### src/hw/rtl/binary32_float_adder_unit_assert.svh
// Assertion macros for the binary32 float adder unit.
`ifndef BINARY32_FLOAT_ADDER_UNIT_ASSERT_SVH
`define BINARY32_FLOAT_ADDER_UNIT_ASSERT_SVH

// Check that a condition implies a consequence in the same cycle.
`define BFA_ASSERT_IMPL(label, clk, rst_n, ante, cons) \
  label: assert property (@(posedge clk) disable iff (!rst_n) (ante) |-> (cons)) \
    else $error("assertion failed");

// Check that a condition implies a consequence in the next cycle.
`define BFA_ASSERT_NEXT(label, clk, rst_n, ante, cons) \
  label: assert property (@(posedge clk) disable iff (!rst_n) (ante) |=> (cons)) \
    else $error("assertion failed");

`endif

### src/hw/rtl/bfa_pkg.sv
// ----------------------------------------------------------------------------
// bfa_pkg
// Shared constants and stage types of the binary32 float adder.
// ----------------------------------------------------------------------------
`timescale 1ns / 1ps
`default_nettype none
package bfa_pkg;

  localparam int unsigned WordW  = 32;
  localparam int unsigned ExpW   = 8;
  localparam int unsigned FracW  = 23;
  localparam int unsigned SigW   = 24;
  localparam logic [4:0]  MaxShift = 5'd31;
  localparam logic [ExpW-1:0] ExpMax = 8'hFF;

  // Stage 1: unpacked, aligned operands.
  typedef struct packed {
    logic            bypass;
    logic [WordW-1:0] bypass_val;
    logic            sign_a;
    logic            sign_b;
    logic [ExpW-1:0] exp;
    logic [SigW-1:0] sig_a;
    logic [SigW-1:0] sig_b;
  } st1_t;

  // Stage 2: signed magnitude sum.
  typedef struct packed {
    logic            bypass;
    logic [WordW-1:0] bypass_val;
    logic            sign;
    logic [ExpW-1:0] exp;
    logic [SigW:0]   sig;
  } st2_t;

  // Stage 3: leading one position.
  typedef struct packed {
    logic            bypass;
    logic [WordW-1:0] bypass_val;
    logic            sign;
    logic [ExpW-1:0] exp;
    logic [SigW:0]   sig;
    logic [4:0]      top;
  } st3_t;

endpackage
`default_nettype wire

### src/hw/rtl/binary32_float_adder_unit.sv
// ----------------------------------------------------------------------------
// binary32_float_adder_unit
// Four-stage truncating binary32 adder with a valid/stall pipeline.
// ----------------------------------------------------------------------------
// Usage:
//   Input channel: in_valid_i with operand_a_i and operand_b_i; the block
//   raises in_stall_o when the pipeline is full and the receiver is stalled.
//   Output channel: out_valid_o with sum_o; the receiver drives out_stall_i.
//   An accepted request passes through the four pipeline registers
//   (unpack/align, add, leading-one search, normalize/pack), each of which
//   holds one request; sum_o is the normalize/pack register. One request is
//   taken every cycle while in_stall_o is low.
//   A stall on the output holds the last stage; earlier stages keep filling
//   bubbles, so nothing is lost or repeated. in_stall_o is high only when
//   every stage holds a request and the output is stalled.
//   Reset clears all valid bits; the block is empty after reset.
//   An all-zero operand passes the other operand through. NaN and infinity
//   are treated as large numbers; exponent overflow gives infinity and
//   underflow gives a subnormal. Rounding is by truncation.
// ----------------------------------------------------------------------------
`timescale 1ns / 1ps
`default_nettype none
`include "binary32_float_adder_unit_assert.svh"
module binary32_float_adder_unit (
  input  wire logic        clk_i,
  input  wire logic        rst_ni,
  input  wire logic        in_valid_i,
  output logic             in_stall_o,
  input  wire logic [31:0] operand_a_i,
  input  wire logic [31:0] operand_b_i,
  output logic             out_valid_o,
  input  wire logic        out_stall_i,
  output logic [31:0]      sum_o
);

  logic v1_q, v2_q, v3_q, v4_q;
  logic adv1, adv2, adv3, adv4;
  bfa_pkg::st1_t s1_d, s1_q;
  bfa_pkg::st2_t s2_d, s2_q;
  bfa_pkg::st3_t s3_d, s3_q;
  logic [31:0] sum_d, sum_q;

  // Advance a stage when its successor is free or moving.
  assign adv4 = !v4_q || !out_stall_i;
  assign adv3 = !v3_q || adv4;
  assign adv2 = !v2_q || adv3;
  assign adv1 = !v1_q || adv2;
  assign in_stall_o = !adv1;

  // Stage 1: unpack and align the smaller operand.
  always_comb begin
    logic [7:0]  ea, eb;
    logic [23:0] ma, mb;
    logic [7:0]  diff;
    logic [4:0]  sh;
    ea = operand_a_i[30:23];
    eb = operand_b_i[30:23];
    ma = {(ea != 8'd0), operand_a_i[22:0]};
    mb = {(eb != 8'd0), operand_b_i[22:0]};
    if (ea == 8'd0) ea = 8'd1;
    if (eb == 8'd0) eb = 8'd1;
    s1_d.bypass     = (operand_a_i == 32'd0) || (operand_b_i == 32'd0);
    s1_d.bypass_val = (operand_a_i == 32'd0) ? operand_b_i : operand_a_i;
    s1_d.sign_a     = operand_a_i[31];
    s1_d.sign_b     = operand_b_i[31];
    if (ea >= eb) begin
      diff = ea - eb;
      sh = (diff > 8'd31) ? bfa_pkg::MaxShift : diff[4:0];
      s1_d.exp   = ea;
      s1_d.sig_a = ma;
      s1_d.sig_b = mb >> sh;
    end else begin
      diff = eb - ea;
      sh = (diff > 8'd31) ? bfa_pkg::MaxShift : diff[4:0];
      s1_d.exp   = eb;
      s1_d.sig_a = ma >> sh;
      s1_d.sig_b = mb;
    end
  end

  // Stage 2: add or subtract by magnitude.
  always_comb begin
    s2_d.bypass     = s1_q.bypass;
    s2_d.bypass_val = s1_q.bypass_val;
    s2_d.exp        = s1_q.exp;
    if (s1_q.sign_a == s1_q.sign_b) begin
      s2_d.sig  = {1'b0, s1_q.sig_a} + {1'b0, s1_q.sig_b};
      s2_d.sign = s1_q.sign_a;
    end else if (s1_q.sig_a > s1_q.sig_b) begin
      s2_d.sig  = {1'b0, s1_q.sig_a - s1_q.sig_b};
      s2_d.sign = s1_q.sign_a;
    end else begin
      s2_d.sig  = {1'b0, s1_q.sig_b - s1_q.sig_a};
      s2_d.sign = s1_q.sign_b;
    end
  end

  // Stage 3: find the leading one.
  always_comb begin
    s3_d.bypass     = s2_q.bypass;
    s3_d.bypass_val = s2_q.bypass_val;
    s3_d.sign       = s2_q.sign;
    s3_d.exp        = s2_q.exp;
    s3_d.sig        = s2_q.sig;
    s3_d.top        = 5'd0;
    for (int i = 0; i < 25; i++) begin
      if (s2_q.sig[i]) s3_d.top = 5'(i);
    end
  end

  // Stage 4: normalize, check range and pack.
  always_comb begin
    logic [24:0] sig;
    logic [8:0]  e;
    logic [4:0]  need;
    sig  = s3_q.sig;
    e    = {1'b0, s3_q.exp};
    need = 5'd23 - s3_q.top;
    if (s3_q.top == 5'd24) begin
      sig = sig >> 1;
      e   = e + 9'd1;
    end else if (s3_q.top < 5'd23) begin
      if (e > {4'd0, need}) begin
        sig = sig << need;
        e   = e - {4'd0, need};
      end else begin
        sig = sig << (e[7:0] - 8'd1);
        e   = 9'd0;
      end
    end
    if (s3_q.bypass) begin
      sum_d = s3_q.bypass_val;
    end else if (s3_q.sig == 25'd0) begin
      sum_d = 32'd0;
    end else if (e >= 9'd255) begin
      sum_d = {s3_q.sign, bfa_pkg::ExpMax, 23'd0};
    end else begin
      sum_d = {s3_q.sign, e[7:0], sig[22:0]};
    end
  end

  // Hold valid bits; clear at reset.
  always_ff @(posedge clk_i or negedge rst_ni) begin
    if (!rst_ni) begin
      v1_q <= 1'b0;
      v2_q <= 1'b0;
      v3_q <= 1'b0;
      v4_q <= 1'b0;
    end else begin
      if (adv1) v1_q <= in_valid_i;
      if (adv2) v2_q <= v1_q;
      if (adv3) v3_q <= v2_q;
      if (adv4) v4_q <= v3_q;
    end
  end

  // Advance payload with its valid bit.
  always_ff @(posedge clk_i) begin
    if (adv1) s1_q <= s1_d;
    if (adv2) s2_q <= s2_d;
    if (adv3) s3_q <= s3_d;
    if (adv4) sum_q <= sum_d;
  end

  assign out_valid_o = v4_q;
  assign sum_o       = sum_q;

  `BFA_ASSERT_NEXT(a_hold_out, clk_i, rst_ni, out_valid_o && out_stall_i, out_valid_o && $stable(sum_o))
  `BFA_ASSERT_IMPL(a_stall_full, clk_i, rst_ni, in_stall_o, v1_q && v2_q && v3_q && v4_q && out_stall_i)
  `BFA_ASSERT_NEXT(a_fill, clk_i, rst_ni, in_valid_i && !in_stall_o, v1_q)

endmodule
`default_nettype wire

### config.mk
export PLATFORM = sky130hd
export DESIGN_NAME = binary32_float_adder_unit
export DESIGN_NICKNAME = d
export VERILOG_FILES = /design/src/hw/rtl/bfa_pkg.sv /design/src/hw/rtl/binary32_float_adder_unit.sv
export VERILOG_INCLUDE_DIRS = /design/src /design/src/hw/rtl
export SDC_FILE = /design/constraint.sdc
export NUM_CORES = 1
export LEC_CHECK = 0
export ABC_AREA = 1
export BUFFER_PORTS_ARGS = -buffer_cell sky130_fd_sc_hd__buf_2
export CORE_AREA = 2 2 217 219
export CTS_CLUSTER_SIZE = 14
export DETAILED_ROUTE_END_ITERATION = 6
export DIE_AREA = 0 0 219 221
export SLEW_MARGIN = 25
export SYNTH_ARGS = -nofsm -noshare
export SYNTH_HDL_FRONTEND = slang
export SYNTH_SLANG_ARGS = --single-unit
export TNS_END_PERCENT = 10
### constraint.sdc
create_clock -name clk_i -period 19.7 [get_ports clk_i]
set_clock_uncertainty 0.2 [all_clocks]
set_input_delay 1.97 -clock clk_i [delete_from_list [all_inputs] [get_ports clk_i]]
set_output_delay 1.97 -clock clk_i [all_outputs]
set_load 0.01 [all_outputs]
; ---- After elaboration in Yosys (flattened, before gate mapping)
; Index checks and enable logic that the tools add are counted.
[classes]
n_mux = 42
add_sub_neg = 9
reduce_logical = 19
eq_ne = 2
shifts = 4
n_lt_le_gt_ge = 7
[ops]
columns = op, count
row1 = two-way mux 32 bit, 3
row2 = two-way mux 5 bit, 16
row3 = two-way mux 23 bit, 3
row4 = zero test 32 bit, 2
row5 = two-way mux 56 bit, 1
row6 = right shift 24 x 5 -> 24 bit, 2
row7 = subtractor 24 bit, 2
row8 = two-way mux 4 bit, 8
row9 = two-way mux 31 bit, 1
row10 = two-way mux 9 bit, 3
row11 = adder 24 x 24 -> 25 bit, 1
row12 = zero test 25 bit, 1
row13 = two-way mux 25 bit, 1
row14 = left shift 25 x 5 -> 23 bit, 1
row15 = left shift 25 x 8 -> 23 bit, 1
row16 = greater-than comparator 24 bit, 1
row17 = two-way mux 24 bit, 1
row18 = "greater-than comparator 8 x 5 -> 1 bit, second input constant", 2
row19 = zero test 8 bit, 2
row20 = two-way mux 8 bit, 2
row21 = nonzero test 8 bit, 2
row22 = subtractor 8 bit, 2
row23 = "adder 8 x 1 -> 9 bit, second input constant", 1
row24 = ">= comparator 9 x 8 -> 1 bit, second input constant", 1
row25 = other kinds (12), 23
[word_totals]
wordCells = 107
out_inout_bits = 34
inputBits = 68
regBits = 266

; ---- Depth between registers and ports, before layout
[depth]
depth_word = 23
ltp_mapped = 26
ltp_nobuf = 26

; ---- Worst setup path before layout
; OpenSTA, ideal clock, no wires.
[synth_path]
path_kind = input -> register
from = input out_stall_i
to = register s1_q[0] in the netlist's numbering (enable)
slack_ns = 11.157
t_arrival_ns = 7.899
path_buffers = 0
stages = 7
path_cell_list = nand2_1 > nor2_1 > inv_1 > nor2_1 > inv_1 > nor2_1 > inv_1
[synth_between]
elab_chain_cells = 5
[synth_lines]
columns = element, line_no
row1 = start: declaration, binary32_float_adder_unit.sv:32  ; input wire logic out_stall_i,
row2 = zero test 1 bit, binary32_float_adder_unit.sv:44  ; assign adv4 = !v4_q || !out_stall_i;
row3 = logical OR 1 bit, binary32_float_adder_unit.sv:44
row4 = logical OR 1 bit, binary32_float_adder_unit.sv:45  ; assign adv3 = !v3_q || adv4;
row5 = net adv3, binary32_float_adder_unit.sv:37  ; logic adv1, adv2, adv3, adv4;
row6 = logical OR 1 bit, binary32_float_adder_unit.sv:46  ; assign adv2 = !v2_q || adv3;
row7 = net adv2, binary32_float_adder_unit.sv:37
row8 = logical OR 1 bit, binary32_float_adder_unit.sv:47  ; assign adv1 = !v1_q || adv2;
row9 = end signal: assignment, binary32_float_adder_unit.sv:159  ; if (adv1) s1_q <= s1_d;
row10 = end: declaration, binary32_float_adder_unit.sv:38  ; bfa_pkg::st1_t s1_d, s1_q;
; The timed path passes the listed nets, and every way through them passes these cells.
; A chain may end at the register's enable or synchronous reset.

; ---- Worst setup path after layout
[layout_path]
from = input out_stall_i
to = output in_stall_o
[layout_between]
elab_chain_cells = 6
[layout_lines]
columns = element, line_no
row1 = zero test 1 bit, binary32_float_adder_unit.sv:44
row2 = logical OR 1 bit, binary32_float_adder_unit.sv:44
row3 = net adv4, binary32_float_adder_unit.sv:37
row4 = logical OR 1 bit, binary32_float_adder_unit.sv:45
row5 = net adv3, binary32_float_adder_unit.sv:37
row6 = logical OR 1 bit, binary32_float_adder_unit.sv:46
row7 = net adv2, binary32_float_adder_unit.sv:37
row8 = logical OR 1 bit, binary32_float_adder_unit.sv:47
row9 = zero test 1 bit, binary32_float_adder_unit.sv:48  ; assign in_stall_o = !adv1;
row10 = end: declaration, binary32_float_adder_unit.sv:28  ; output logic in_stall_o,
; The timed path passes the listed nets, and every way through them passes these cells.

==> reports/metrics.yaml <==
synthArstFlopShare_pct: 1.504
tightest_slew_ps: 987.1
synthFlopType: "edfxtp_1"
final_antenna_net_count: 0
use_met2_pct: 43.59
numCtsBuffers: 29
cts_max_level: 1
die_area_mm2: 0.04840
reg2reg_depth: 20
power_density_mw_per_mm2: 122.6
met3_usage_pct: 2.103
drt_iter0_drc: 2033
boundaryPins: 102
die_y_um: 221
drc: 0
crit_arrival_ps: 4470
firstDrtPassIters: 6
clock_latency_ps: 580
yosys.area_share.simple_pct: 26.96
maxSlewHeadroom_pct: 34.19
synth_edf_count: 262
synthCells: 2539
path_cells: "buf_2, nand2_1, buf_4, nor2_1, inv_2, buf_4, nor2_1, inv_2, buf_4, nor2_1, buf_2"
sw_frac_of_total_pct: 44.35
intPower_w: 0.001447
hold_class: "reg2reg"
synth_top_family_by_area: "simple AND/OR/NAND/NOR gates"
r2r_start: "s3_q[3]$_SDFFCE_PP1P_"
cts_buffer_depth: 3
status: "completed"
row_count: 79
setup_viol: 0
gp_congestion: 1.005
fin_tns_setup_ps: 0
min_period_ps: 6638
syn_area_per_cell_um2: 7.699
slew_viol_final: 0
grt_overflow: 0
critPathKind: "in2out"
grt_usage_pct: 26.65
placed_cells: 3138
yosysUniqueCellTypes: 55
instances_no_fill: 3192
synth_xor_area_share_pct: 2.925
synth_warnings: 0
cts.clk_slew.worst_paths_ps: 60
clock-sinks: 266
final-hold-violation-count: 0
max_stage_delay_ps: 660
leakage_nw: 9.567
r2r_slack_ps: 14750
max_freq_mhz: 150.7
totalPowerFinal_w: 0.002599
fin_hold_ws_ps: 218.0
min-delay-start: "s2_q[60]$_DFFE_PP_"
vias_per_cell: 5.679
synthAdderAreaFrac_pct: 6.823
timing.max_cap.violations: 0
hold_end: "s3_q[65]$_DFFE_PP_"
synth-compound-area-share_pct: 13.59
cts_tree: "done"
coreArea_mm2: 0.04606
portBuffers: 101
cts_resized: 0
antenna_found_initial: 5
cp_slowest_cell: "buf_4"
routed_wl_mm: 65.47
die_w_um: 219
cts_setup_buffers: 0
start_kind: "primary input"
start_util_pct: 42.44
syn_to_final_growth_pct: 8.442
dp_slack_ps: 12970
timing.final.crit_share_pct: 33.69
clkPwrFrac_pct: 18.9
path_max_fanout: 74
wire_per_inst_um: 20.51
muxShareOfSynthArea_pct: 0
reg2reg_to: "sum_o[21]$_DFFE_PP_"
hpwl_mm: 51.78
ys_seq_area_share_pct: 40.76
top_usage_layer: "met2"
grt_max_degree: 82
synthesis.nets: 2710
power_frac_comb_pct: 46.2
peakVddDrop_mv: 0.07820
sequentialPowerShare_pct: 34.9
crit_buf_inv: 7
finalWorstSetupSlack_ps: 13060
hold_buffers: 0
via_count: 18130
switchingPower_w: 0.001153
whs_path_depth: 0
drive_gt1_share_pct: 8.175
rsz0062_at_grt: "no"
grt_use_met1_pct: 35.57
cts_root_buf: "clkbuf_16"
cpLargestDelayFamily: "buffers and inverters"
grt_pass1_wl_mm: 100.1
grt_pass1_vias: 17430
required_ps: 17530
nets: 2733
synth_seq_cells: 266
syn_area_mm2: 0.01955
crit_path_end_kind: "primary output"
[per-layer routing]
layer	part of all wire (%)	up-vias	wire length [um]
met5	0	-	0
met4	5.3	0	3500
met3	5.8	179	3784
met2	46	757	30330
met1	43	8500	27860
li1	-	8690	-
[cells in the mapped netlist (3+ instances only)]
cell | n | area share (%)
o211ai_1 | 19 | 0.73
nor2_2 | 3 | 0.096
nand2_1 | 638 | 12
o21a_1 | 8 | 0.31
fa_1 | 6 | 0.61
buf_4 | 11 | 0.42
clkbuf_1 | 55 | 1.1
a21oi_1 | 174 | 4.5
o221ai_1 | 7 | 0.31
nor2_4 | 5 | 0.29
nand2_2 | 9 | 0.29
nand3_2 | 3 | 0.15
a22oi_1 | 4 | 0.15
o22ai_1 | 31 | 0.99
inv_2 | 15 | 0.29
edfxtp_1 | 262 | 40
o21ai_2 | 3 | 0.13
a31oi_1 | 8 | 0.26
nand4_1 | 62 | 2.0
or2_2 | 5 | 0.16
xor2_1 | 56 | 2.5
o21ai_1 | 17 | 0.44
dfrtp_1 | 4 | 0.51
buf_6 | 6 | 0.35
inv_1 | 286 | 5.5
ha_1 | 97 | 6.2
nor2_1 | 145 | 2.8
nand3_1 | 300 | 7.7
o21bai_1 | 8 | 0.31
nor3_1 | 17 | 0.44
buf_2 | 49 | 1.3
xnor2_1 | 3 | 0.13
o31ai_1 | 4 | 0.15
o21ai_0 | 158 | 4.0
a21o_1 | 12 | 0.46
nor4_1 | 23 | 0.74
[layout make-up]
cell class              count  area (um^2)
diodes                      4        10.01
clock buffers              39        773.2
clock inverters            11        83.83
fillers                  4695        24860
inverters                 302         1135
multi-input cells        1847         9848
flip-flops and latches    266         7968
well taps                 607        759.5
repair buffers            116        621.8
[state kept, by name, summed over array words and instances (netlist names)]
name         flops
out_valid_o      1
s1_q            91
s2_q            67
s3_q            72
sum_o           32
v1_q             1
v2_q             1
v3_q             1
[through the flow]
step	cell area (um^2)	utilization, %
final	21200	46.02
after global routing	21200	46.02
after CTS	21180	45.99
after detailed placement	20330	44.13
after global placement	20330	44.13
after floorplan	19550	-
[worst max-delay path by stage]
stage | depth (start not counted) | startpoint | to
floorplan | 7 | out_stall_i | s1_q[0]$_DFFE_PN_
global placement | 11 | out_stall_i | in_stall_o
detailed placement | 24 | operand_a_i[24] | s1_q[26]$_DFFE_PN_
CTS | 11 | out_stall_i | in_stall_o
global route | 11 | out_stall_i | in_stall_o
finish | 11 | out_stall_i | in_stall_o
[cells by family after synthesis]
family / Yosys count
DFF: 266
AOI/OAI and AO/OA: 470
buffers and inverters: 426
adders and majority gates: 103
and+or+nand+nor: 1213
xor gates and xnor gates: 61
[placed cells by master, fill, tap and decap left out, types with 6 or more instances in the layout]
cell,netlist,layout
clkbuf_1,55,9
nor3_1,17,17
nor4_1,23,23
nand3_1,300,299
a31oi_1,8,8
fa_1,6,6
o211ai_1,19,19
nand2_1,638,637
nand2_2,9,10
a21o_1,12,12
buf_2,49,101
xor2_1,56,56
inv_2,15,17
o21a_1,8,8
ha_1,97,97
buf_4,11,14
nand4_1,62,62
o21ai_0,158,158
o22ai_1,31,31
inv_1,286,283
a21oi_1,174,174
edfxtp_1,262,262
o221ai_1,7,7
clkbuf_16,0,29
o21bai_1,8,8
o21ai_1,17,17
nor2_1,145,145
[power groups by stage]
stage          registers (W)  logic (W)  clock network (W)
6_report            0.000907    0.00120           0.000492
5_1_grt             0.000922    0.00133           0.000526
4_1_cts             0.000909    0.00118           0.000502
3_5_place_dp        0.000920    0.00117                  0
3_3_place_gp        0.000917    0.00117                  0
2_1_floorplan       0.000885   0.000835                  0
Note: power is estimated with default switching activity, not from simulation.
